`src/rtl/core/scc_pkg.sv`:
```
// shared types, constants and the corner table of the solid column culler
package scc_pkg;

  localparam int SCREEN_COLUMNS_DEF = 320;
  localparam int COL_W = 9;
  localparam logic signed [31:0] NEAR_DEPTH = 32'sd524288;
  localparam logic signed [31:0] FX_MAX = 32'sh7FFFFFFF;
  localparam logic signed [31:0] FX_MIN = 32'sh80000000;

  // item kinds
  localparam logic [1:0] KIND_CLEAR = 2'd0;
  localparam logic [1:0] KIND_WALL  = 2'd1;
  localparam logic [1:0] KIND_BOX   = 2'd2;

  // configuration register indexes
  localparam int CFG_IDX_W = 3;
  localparam logic [CFG_IDX_W-1:0] CFG_VIEW_X   = 3'd0;
  localparam logic [CFG_IDX_W-1:0] CFG_VIEW_Y   = 3'd1;
  localparam logic [CFG_IDX_W-1:0] CFG_VIEW_SIN = 3'd2;
  localparam logic [CFG_IDX_W-1:0] CFG_VIEW_COS = 3'd3;

  // box region of the viewer that holds the viewer itself
  localparam logic [3:0] POS_INSIDE = 4'd5;

  typedef enum logic [3:0] {
    OP_NONE, OP_LOAD, OP_CLEAR, OP_DELTA, OP_DIVGO, OP_DIVWB,
    OP_SPAN, OP_MASK, OP_SCAN, OP_OUT
  } dp_op_t;

  typedef enum logic [3:0] {
    MS_SIN_DX1, MS_COS_DY1, MS_COS_DX1, MS_SIN_DY1,
    MS_SIN_DX2, MS_COS_DY2, MS_COS_DX2, MS_SIN_DY2,
    MS_CROSS_A, MS_CROSS_B, MS_CLIP_W1, MS_CLIP_W2, MS_CLIP_B1, MS_CLIP_B2
  } mul_sel_t;

  typedef enum logic [2:0] {
    DS_CLIP_W1, DS_CLIP_W2, DS_CLIP_B1, DS_CLIP_B2, DS_PROJ1, DS_PROJ2
  } div_sel_t;

  typedef enum logic [1:0] {
    RES_ZERO, RES_VIS, RES_SPAN
  } res_t;

  typedef struct packed {
    dp_op_t   op;
    logic     mul_en;
    mul_sel_t mul_sel;
    div_sel_t div_sel;
    res_t     res;
  } cmd_t;

  typedef struct packed {
    logic [1:0] kind;
    logic       pos_inside;
    logic       cone_rej;
    logic       near_rej;
    logic       cross_le0;
    logic       cross_lt2;
    logic       behind;
    logic       y1_near;
    logic       y2_near;
    logic       x1_left;
    logic       x2_right;
    logic       div_done;
  } sts_t;

  // corner indexes {x1, y1, x2, y2} into {top, bottom, left, right}
  function automatic logic [7:0] corner_pick(input logic [3:0] pos);
    logic [7:0] r;
    case (pos)
      4'd0:    r = {2'd3, 2'd0, 2'd2, 2'd1};
      4'd1:    r = {2'd3, 2'd0, 2'd2, 2'd0};
      4'd2:    r = {2'd3, 2'd1, 2'd2, 2'd0};
      4'd4:    r = {2'd2, 2'd0, 2'd2, 2'd1};
      4'd6:    r = {2'd3, 2'd1, 2'd3, 2'd0};
      4'd8:    r = {2'd2, 2'd0, 2'd3, 2'd1};
      4'd9:    r = {2'd2, 2'd1, 2'd3, 2'd1};
      4'd10:   r = {2'd2, 2'd1, 2'd3, 2'd0};
      default: r = 8'd0;
    endcase
    return r;
  endfunction

endpackage

```
`src/rtl/core/scc_ctrl.sv`:
```
// controller: sequences load, rotation, tests, divisions, scan and result
module scc_ctrl (
  input  logic          clk,
  input  logic          rst_n,
  input  logic          start,
  output logic          busy,
  output scc_pkg::cmd_t cmd,
  input  scc_pkg::sts_t sts
);
  import scc_pkg::*;

  typedef enum logic [16:0] {
    S_IDLE    = 17'b00000000000000001,
    S_DELTA   = 17'b00000000000000010,
    S_ROT     = 17'b00000000000000100,
    S_RWAIT   = 17'b00000000000001000,
    S_TEST1   = 17'b00000000000010000,
    S_CROSS   = 17'b00000000000100000,
    S_CWAIT   = 17'b00000000001000000,
    S_TEST2   = 17'b00000000010000000,
    S_DIVGO   = 17'b00000000100000000,
    S_DIVRUN  = 17'b00000001000000000,
    S_CLIPMUL = 17'b00000010000000000,
    S_CLIPWT  = 17'b00000100000000000,
    S_CLIPCHK = 17'b00001000000000000,
    S_SPAN    = 17'b00010000000000000,
    S_MASK    = 17'b00100000000000000,
    S_SCAN    = 17'b01000000000000000,
    S_OUT     = 17'b10000000000000000
  } state_t;

  state_t     state_r, state_nxt;
  logic [2:0] step_r, step_nxt;
  div_sel_t   dsel_r, dsel_nxt;
  res_t       res_r, res_nxt;
  logic       wall;

  assign wall = sts.kind == KIND_WALL;
  assign busy = state_r != S_IDLE;

  // next state and command
  always_comb begin
    state_nxt   = state_r;
    step_nxt    = step_r;
    dsel_nxt    = dsel_r;
    res_nxt     = res_r;
    cmd.op      = OP_NONE;
    cmd.mul_en  = 1'b0;
    cmd.mul_sel = MS_SIN_DX1;
    cmd.div_sel = dsel_r;
    cmd.res     = res_r;
    unique case (state_r)
      S_IDLE: begin
        if (start) begin
          cmd.op    = OP_LOAD;
          state_nxt = S_DELTA;
        end
      end
      S_DELTA: begin
        res_nxt = RES_ZERO;
        if (sts.kind == KIND_CLEAR) begin
          cmd.op    = OP_CLEAR;
          state_nxt = S_OUT;
        end else if (sts.kind == KIND_BOX && sts.pos_inside) begin
          res_nxt   = RES_VIS;
          state_nxt = S_OUT;
        end else if (sts.kind == KIND_WALL || sts.kind == KIND_BOX) begin
          cmd.op    = OP_DELTA;
          step_nxt  = 3'd0;
          state_nxt = S_ROT;
        end else begin
          state_nxt = S_OUT;
        end
      end
      S_ROT: begin
        cmd.mul_en  = 1'b1;
        cmd.mul_sel = mul_sel_t'({1'b0, step_r});
        step_nxt    = step_r + 3'd1;
        if (step_r == 3'd7) state_nxt = S_RWAIT;
      end
      S_RWAIT: state_nxt = S_TEST1;
      S_TEST1: begin
        step_nxt = 3'd0;
        if (sts.cone_rej || (wall && sts.near_rej)) state_nxt = S_OUT;
        else state_nxt = S_CROSS;
      end
      S_CROSS: begin
        cmd.mul_en  = 1'b1;
        cmd.mul_sel = step_r[0] ? MS_CROSS_B : MS_CROSS_A;
        step_nxt    = step_r + 3'd1;
        if (step_r[0]) state_nxt = S_CWAIT;
      end
      S_CWAIT: state_nxt = S_TEST2;
      S_TEST2: begin
        state_nxt = S_DIVGO;
        dsel_nxt  = DS_PROJ1;
        if (wall) begin
          if (sts.cross_le0) state_nxt = S_OUT;
          else if (sts.y1_near) dsel_nxt = DS_CLIP_W1;
          else if (sts.y2_near) dsel_nxt = DS_CLIP_W2;
        end else begin
          if (sts.cross_lt2) begin
            res_nxt   = RES_VIS;
            state_nxt = S_OUT;
          end else if (sts.behind) state_nxt = S_OUT;
          else if (sts.x1_left) dsel_nxt = DS_CLIP_B1;
          else if (sts.x2_right) dsel_nxt = DS_CLIP_B2;
        end
      end
      S_DIVGO: begin
        cmd.op    = OP_DIVGO;
        state_nxt = S_DIVRUN;
      end
      S_DIVRUN: begin
        if (sts.div_done) begin
          cmd.op = OP_DIVWB;
          case (dsel_r)
            DS_PROJ1: begin
              dsel_nxt  = DS_PROJ2;
              state_nxt = S_DIVGO;
            end
            DS_PROJ2: state_nxt = S_SPAN;
            default:  state_nxt = S_CLIPMUL;
          endcase
        end
      end
      S_CLIPMUL: begin
        cmd.mul_en = 1'b1;
        case (dsel_r)
          DS_CLIP_W1: cmd.mul_sel = MS_CLIP_W1;
          DS_CLIP_W2: cmd.mul_sel = MS_CLIP_W2;
          DS_CLIP_B1: cmd.mul_sel = MS_CLIP_B1;
          default:    cmd.mul_sel = MS_CLIP_B2;
        endcase
        state_nxt = S_CLIPWT;
      end
      S_CLIPWT: state_nxt = S_CLIPCHK;
      S_CLIPCHK: begin
        state_nxt = S_DIVGO;
        if (dsel_r == DS_CLIP_B1 && sts.x2_right) dsel_nxt = DS_CLIP_B2;
        else dsel_nxt = DS_PROJ1;
      end
      S_SPAN: begin
        cmd.op    = OP_SPAN;
        state_nxt = S_MASK;
      end
      S_MASK: begin
        cmd.op    = OP_MASK;
        state_nxt = S_SCAN;
      end
      S_SCAN: begin
        cmd.op    = OP_SCAN;
        res_nxt   = RES_SPAN;
        state_nxt = S_OUT;
      end
      S_OUT: begin
        cmd.op    = OP_OUT;
        state_nxt = S_IDLE;
      end
      default: state_nxt = S_IDLE;
    endcase
  end

  // state registers
  always_ff @(posedge clk) begin
    if (!rst_n) begin
      state_r <= S_IDLE;
      step_r  <= 3'd0;
      dsel_r  <= DS_PROJ1;
      res_r   <= RES_ZERO;
    end else begin
      state_r <= state_nxt;
      step_r  <= step_nxt;
      dsel_r  <= dsel_nxt;
      res_r   <= res_nxt;
    end
  end

  // the divider only finishes while the sequencer waits on it
  a_div_done_in_wait: assert property (@(posedge clk) disable iff (!rst_n)
    sts.div_done |-> state_r == S_DIVRUN)
    else $error("divider finished outside its wait state");

  // an accepted item always leads to dispatch
  a_accept_dispatch: assert property (@(posedge clk) disable iff (!rst_n)
    (state_r == S_IDLE && start) |=> state_r == S_DELTA)
    else $error("accepted item not dispatched");

  // a result is issued once and the block returns idle
  a_out_then_idle: assert property (@(posedge clk) disable iff (!rst_n)
    (cmd.op == OP_OUT) |=> (state_r == S_IDLE && cmd.op != OP_OUT))
    else $error("result issued twice");

endmodule

```
`config.mk`:
```
export PLATFORM = sky130hd
export DESIGN_NAME = scc_ctrl
export DESIGN_NICKNAME = d
export VERILOG_FILES = /design/src/rtl/core/scc_pkg.sv /design/src/rtl/core/scc_ctrl.sv
export SDC_FILE = /design/constraint.sdc
export NUM_CORES = 1
export LEC_CHECK = 0
export BUFFER_PORTS_ARGS = -buffer_cell sky130_fd_sc_hd__buf_2
export CAP_MARGIN = 20
export CORE_ASPECT_RATIO = 1.25
export CORE_UTILIZATION = 50
export DETAILED_ROUTE_END_ITERATION = 10
export PLACE_DENSITY = 0.72
export SYNTH_ARGS = -nofsm -noshare
export SYNTH_HDL_FRONTEND = slang
export SYNTH_SLANG_ARGS = --single-unit
```
`constraint.sdc`:
```
create_clock -name clk -period 4.4 [get_ports clk]
set_clock_uncertainty 0.1 [all_clocks]
set_input_delay 0.66 -clock clk [delete_from_list [all_inputs] [get_ports clk]]
set_output_delay 0.66 -clock clk [all_outputs]
set_load 0.1 [all_outputs]
```
==> results of run 1 <==
cell families after synthesis:
group / Yosys count / synth area share, %
multiplexers: 1 / 0.687
AO/OA/AOI/OAI: 45 / 20.1
XOR/XNOR: 4 / 2.14
flip-flops: 25 / 30.6
adder cells (fa/ha/maj): 5 / 3.82
buffers and inverters: 20 / 5.58
AND/OR/NAND/NOR: 101 / 37.1
stage by stage:
step | total power, uW | util, % | std cells | instance area [um^2] | setup WS [ps]
floorplan | 384 | - | 201 | 1640 | 178
global placement | 409 | 58.9 | 258 | 1780 | 1510
detailed placement | 411 | 58.9 | 258 | 1780 | 1460
global route | 542 | 59.9 | 262 | 1810 | 1010
finish | 521 | 59.9 | 262 | 1810 | 1150
CTS | 518 | 59.9 | 262 | 1810 | 1210
layout make-up:
| class | count | share of cell area, % |
|---|---|---|
| Timing Repair Buffer | 30 | 8.28 |
| Tap cell | 36 | 2.48 |
| Sequential cell | 25 | 27.6 |
| Clock inverter | 1 | 0.414 |
| Multi-Input combinational cell | 156 | 57.7 |
| Clock buffer | 3 | 1.24 |
| Inverter | 11 | 2.28 |
cell usage in the layout, fill, tap and decap left out, types with 2 or more instances in the layout:
cell type	Yosys	final
inv_1	11	11
nor2b_1	5	5
nor2_1	23	23
and4_1	6	6
o22ai_1	4	4
nor4_4	3	3
dfxtp_1	25	25
clkbuf_4	0	3
a31oi_1	4	4
o21a_1	4	4
nand4_1	8	8
nor3_1	9	9
nand3b_1	3	3
nand3_1	11	11
xnor2_1	2	2
nand2_1	12	12
or3_1	2	2
xor2_1	2	2
nand2b_1	4	4
a22o_1	2	2
nor3b_1	5	5
buf_2	3	30
o21ai_0	6	6
a32oi_1	3	3
a21oi_1	6	6
ha_1	5	5
nor4b_1	3	3
nor4_1	2	2
o2111a_1	2	2
worst min-delay path: stages (launching register included):
cell and delay, ps:
dfxtp_1 360, nand3b_1 120, nor2_1 50
worst max-delay path by stage:
stage	end	slack, ps	cells after the start
CTS	cmd[5]	1210	5
global route	cmd[5]	1010	5
global placement	cmd[10]	1510	9
finish	cmd[5]	1150	5
floorplan	cmd[6]	180	5
detailed placement	cmd[10]	1460	9
routing by layer:
metal,up-vias,global-route usage [%],part of all wire [%]
met1,771,34.8,45
met2,69,43.0,46
met4,0,14.1,3.9
li1,807,-,-
met5,-,0,0
met3,17,2.53,4.7
power breakdown:
group | leakage (uW) | switching, uW | total [uW] | internal (uW)
combinational | 0.000504 | 120 | 167 | 47.4
clock | 0.0000139 | 78.1 | 113 | 34.9
sequential | 0.000202 | 9.16 | 241 | 232
total | 0.000720 | 207 | 521 | 314
registers in the layout (all words and copies together), names as in the netlist:
register  count
step_r        3
dsel_r        3
state_r      17
res_r         2
==> results.cfg, run 1 <==
[critical_path]
path_cells = nor4_4, and4_1, a32oi_1, o22ai_1, buf_2
r2r_start = state_r[16]
reg2reg_depth = 5
cp.arrival_ps = 2490
critPathKind = flip-flop to output pin
crit_buf_inv = 1
r2r_setup_slack_ps = 1970
cp.required_ps = 3640
r2r-end = state_r[4]
max_stage_delay_ps = 450
critPathLaunch = state_r[16]
worst-path-max-fanout = 6
cp_slowest_cell = buf_2
cp-end-kind = output pin
cp_top_family = simple AND/OR/NAND/NOR gates
crit_path_start_kind = flip-flop

[timing]
rsz0062_at_grt = no
drv_slew = 0
hold_slack_ps = 427
final.period_utilization_pct = 73.9
setup_viol = 0
finalCriticalPeriod_ps = 3250
slew_headroom_pct = 30.8
max_clock_freq_mhz = 308
hold_viol = 0
setup_tns_ps = 0
tightest_slew_ps = 1020

[routing]
drtIter0Drc = 62
wl_per_cell_um = 16.4
num_vias = 1664
ant_nets = 0
via_per_inst = 6.35
dr.pass1.iters = 5
drc_errors = 0
wirelength_um = 4310

[hold_path]
hold_path.startpoint = state_r[11]
hp-class = flip-flop to flip-flop
whs_path_depth = 2
hold-path-endpoint = state_r[12]

[synth]
synth_flop_cell = dfxtp_1
synthesis.nets = 222
synth_top_area_share_pct = 30.6
synth_area_mm2 = 0.00164
avgSynthCellArea_um2 = 8.15
ys_ff_latch = 25
yosysMostFrequentCell = dfxtp_1
ys_types = 52
ys_top_cells_by_count = dfxtp_1 (25), nor2_1 (23), nand2_1 (12)
yosys_warnings = 0
synth_seq_area_share_pct = 30.6
synth-edff-count = 0
yosys.area.top_type = dfxtp_1
synthTopCellsByArea = dfxtp_1 (31%), nor2_1 (5.3%), nor4_4 (3.9%), ha_1 (3.8%), nand3_1 (3.4%)
async_reset_ff_share_pct = 0
synth_cells = 201

[place]
gp_congestion = 0.909
hpwl_um = 3370
portBuffers = 30

[cells_and_area]
area_growth_pct = 10.7
nets = 248
drive_above_1_share_pct = 18.6
insertedDiodeCount = 0
nFillCells = 302
multi_input_area_mm2 = 0.00105
ff_latch_area_um2 = 500

[clock_network]
hold_buffers = 0
cts-root-buf = clkbuf_4
cts_setup_buffers = 0
htree_levels = 1
clockBufferDepth = 2
clk_pin_slew_worst_paths_ps = 160
cts.sinks = 25
cts-resized-gates = 0
numCtsBuffers = 3
cts_tree = done
clock_latency_ps = 340

[floorplan]
dieHeight_um = 66.0
core_mm2 = 0.00303
dieArea_mm2 = 0.00351
die_width_um = 53.2
num_rows = 22
io_pins = 31
start_util_pct = 54.1

[pwr]
ir_drop_mv = 0.170
p_leak_uw = 0.000720
power_density_mw_per_mm2 = 287

[grt]
grt_max_degree = 16
gr-total-overflow = 0
grt_util_all_layers_pct = 26.9
antenna_found_initial = 0
grt_pass1_vias = 1500
grt_pass1_wl_um = 6910

[run]
max-cap-violations = 0

[run_status]
status = complete, no violations
Power figures use the tool's default switching activity.
==> run 2, diff against run 1 <==
--- a/config.mk
+++ b/config.mk
@@ -5,12 +5,13 @@
 export SDC_FILE = /design/constraint.sdc
 export NUM_CORES = 1
 export LEC_CHECK = 0
+export ABC_AREA = 1
 export BUFFER_PORTS_ARGS = -buffer_cell sky130_fd_sc_hd__buf_2
 export CAP_MARGIN = 20
 export CORE_ASPECT_RATIO = 1.25
 export CORE_UTILIZATION = 50
 export DETAILED_ROUTE_END_ITERATION = 10
-export PLACE_DENSITY = 0.72
+export PLACE_DENSITY = 0.71
 export SYNTH_ARGS = -nofsm -noshare
 export SYNTH_HDL_FRONTEND = slang
 export SYNTH_SLANG_ARGS = --single-unit
==> constraint.sdc (replaced) <==
create_clock -name clk -period 3.3 [get_ports clk]
set_clock_uncertainty 0.1 [all_clocks]
set_input_delay 0.495 -clock clk [delete_from_list [all_inputs] [get_ports clk]]
set_output_delay 0.495 -clock clk [all_outputs]
set_load 0.1 [all_outputs]
==> run 2 against run 1 <==
Effect of this change:
- the run now ends with DRC left
- sequential share of layout area down 4.0 points
- die area increased by 15%
- combinational power rose to 3.4 times the previous value
- area after synthesis grew 16%
- via count grew 12%
- routed wire length is 0.44% higher
- flip-flop and latch count is the same
- register-to-register slack lost 440 ps
- critical endpoint unchanged
- largest cell class unchanged
- largest power group is now combinational logic
==> results.cfg, run 2 <==
[run_status]
status = finished with violations
failed_checks = DRC

[cells_and_area]
final_cell_mix = nand2_1 (47), inv_1 (42), nor2_1 (30), buf_2 (30), nand3_1 (27)
multi_input_area_mm2 = 0.00119
nets = 329
largest-register = state_r
nFillCells = 373
layout_commonest_cell = nand2_1
final_cells = 346
area_growth_pct = 11.3
top_regs = state_r (17), dsel_r (3), step_r (3)
largest_reg_flops = 17
insertedDiodeCount = 0
ff_latch_area_um2 = 500
drive_above_1_share_pct = 26.1

[clock_network]
hold_buffers = 0
clk_pin_slew_worst_paths_ps = 90
cts.sinks = 25
clockBufferDepth = 2
cts_setup_buffers = 0
cts_tree = done
numCtsBuffers = 3
htree_levels = 1
cts-resized-gates = 0
clock_latency_ps = 270
cts-root-buf = clkbuf_8

[synth]
synth_top_area_share_pct = 26.3
synth_area_mm2 = 0.00190
ys_types = 32
yosysMostFrequentCell = nand2_1
avgSynthCellArea_um2 = 6.86
synth_cells = 277
synth_flop_cell = dfxtp_1
synthTopCellsByArea = dfxtp_1 (26%), nand2_1 (9.3%), inv_1 (8.3%), nand3_1 (7.1%), nor2_1 (5.9%)
yosys.area.top_type = dfxtp_1
synth_seq_area_share_pct = 26.3
ys_ff_latch = 25
synthesis.nets = 298
yosys_warnings = 0
synth-edff-count = 0
ys_top_cells_by_count = nand2_1 (47), inv_1 (42), nor2_1 (30)
async_reset_ff_share_pct = 0

[timing]
slew_headroom_pct = 67.2
setup_viol = 0
drv_slew = 0
hold_viol = 0
rsz0062_at_grt = no
tightest_slew_ps = 495
final.period_utilization_pct = 82.8
setup_tns_ps = 0
max_clock_freq_mhz = 366
finalCriticalPeriod_ps = 2730

[routing]
wirelength_um = 4330
wl_per_cell_um = 12.5
via_per_inst = 5.39
ant_nets = 0
dr.pass1.iters = 8
num_vias = 1865
drtIter0Drc = 40
drc_errors = 2

[pwr]
p_leak_uw = 0.00114
ir_drop_mv = 0.258
power_density_mw_per_mm2 = 523

[grt]
grt_util_all_layers_pct = 23.2
grt_pass1_vias = 1791
gr-total-overflow = 0
grt_max_degree = 20
grt_pass1_wl_um = 7430
antenna_found_initial = 0

[floorplan]
dieArea_mm2 = 0.00405
start_util_pct = 53.2
num_rows = 24
dieHeight_um = 70.9
die_width_um = 57.1
core_mm2 = 0.00357
io_pins = 31

[critical_path]
crit_path_start_kind = flip-flop
path_cells = nor2_2, nand2_2, nor2_8, nand3_1, nand2_1, inv_2, o21ai_1, buf_2
cp_top_family = simple AND/OR/NAND/NOR gates
crit_buf_inv = 2
worst-path-max-fanout = 15
cp.arrival_ps = 2140
cp_slowest_cell = buf_2
cp-end-kind = output pin
max_stage_delay_ps = 440
critPathKind = flip-flop to output pin
cp.required_ps = 2700

[place]
dpl.cell_count = 342
gp_congestion = 0.870
hpwl_um = 3530
portBuffers = 30

[hold_path]
hp-class = flip-flop to flip-flop

[run]
max-cap-violations = 0
-- run 2: cell types whose count changed after synthesis, sizes merged, moves of 6 or more --
| cell | delta |
|---|---|
| nand2 | +43 |
| and4 | -6 |
| nand3 | +24 |
| inv | +37 |
| nor2 | +21 |
| o21ai | +12 |
-- run 2: final timing paths --
kind         depth (start not counted)  slack, ps       end   startpoint
max                                  8        570    cmd[5]  state_r[14]
min                                  2        380  res_r[1]     res_r[1]
max reg2reg                          8       1530  res_r[0]   state_r[8]
min reg2reg                          2        380  res_r[1]     res_r[1]
-- run 2: per-stage QoR --
stage / hold WS (ps) / cell area [um^2] / total power, uW / utilization [%] / setup WS (ps)
2_1_floorplan: 354 / 1910 / 844 / - / 317
3_3_place_gp: 360 / 2070 / 922 / 57.9 / 817
3_5_place_dp: 363 / 2070 / 927 / 57.9 / 785
4_1_cts: 377 / 2120 / 1110 / 59.2 / 549
5_1_grt: 406 / 2120 / 1170 / 59.2 / 390
6_report: 376 / 2120 / 1110 / 59.2 / 566
-- run 2: cell families (layout without fill, tap and decap cells) --
family,after synthesis,after routing,share of synthesized area [%]
AOI/OAI and AO/OA,28,28,8.30
adders and majority gates,5,5,3.29
buffers and inverters,53,83,11.7
DFF,25,25,26.3
and+or+nand+nor,166,166,50.4
-- run 2: power by group --
part | switching, uW | leakage [uW] | internal, uW
combinational | 422 | 0.000915 | 146
clock | 101 | 0.0000228 | 86.4
sequential | 22.9 | 0.000202 | 328
total | 545 | 0.00114 | 561
-- run 2: tightest hold or removal path: stages (launching register included) --
cell and delay (ps):
dfxtp_1 320, nand2_1 60, a21oi_1 50
-- run 2: metal layers --
metal	vias up	GRT usage [%]	wire (um)
li1	963	-	-
met1	835	27.5	1810
met2	59	42.1	2170
met3	8	2.74	256
met4	0	8.67	89
met5	-	0	0
-- run 2: final cells by class --
class	instances	area share (%)
repair buffers	30	7.10
inverters	49	8.75
flip-flops and latches	25	23.7
clock buffers	4	2.13
well taps	39	2.31
multi-input cells	199	56.1
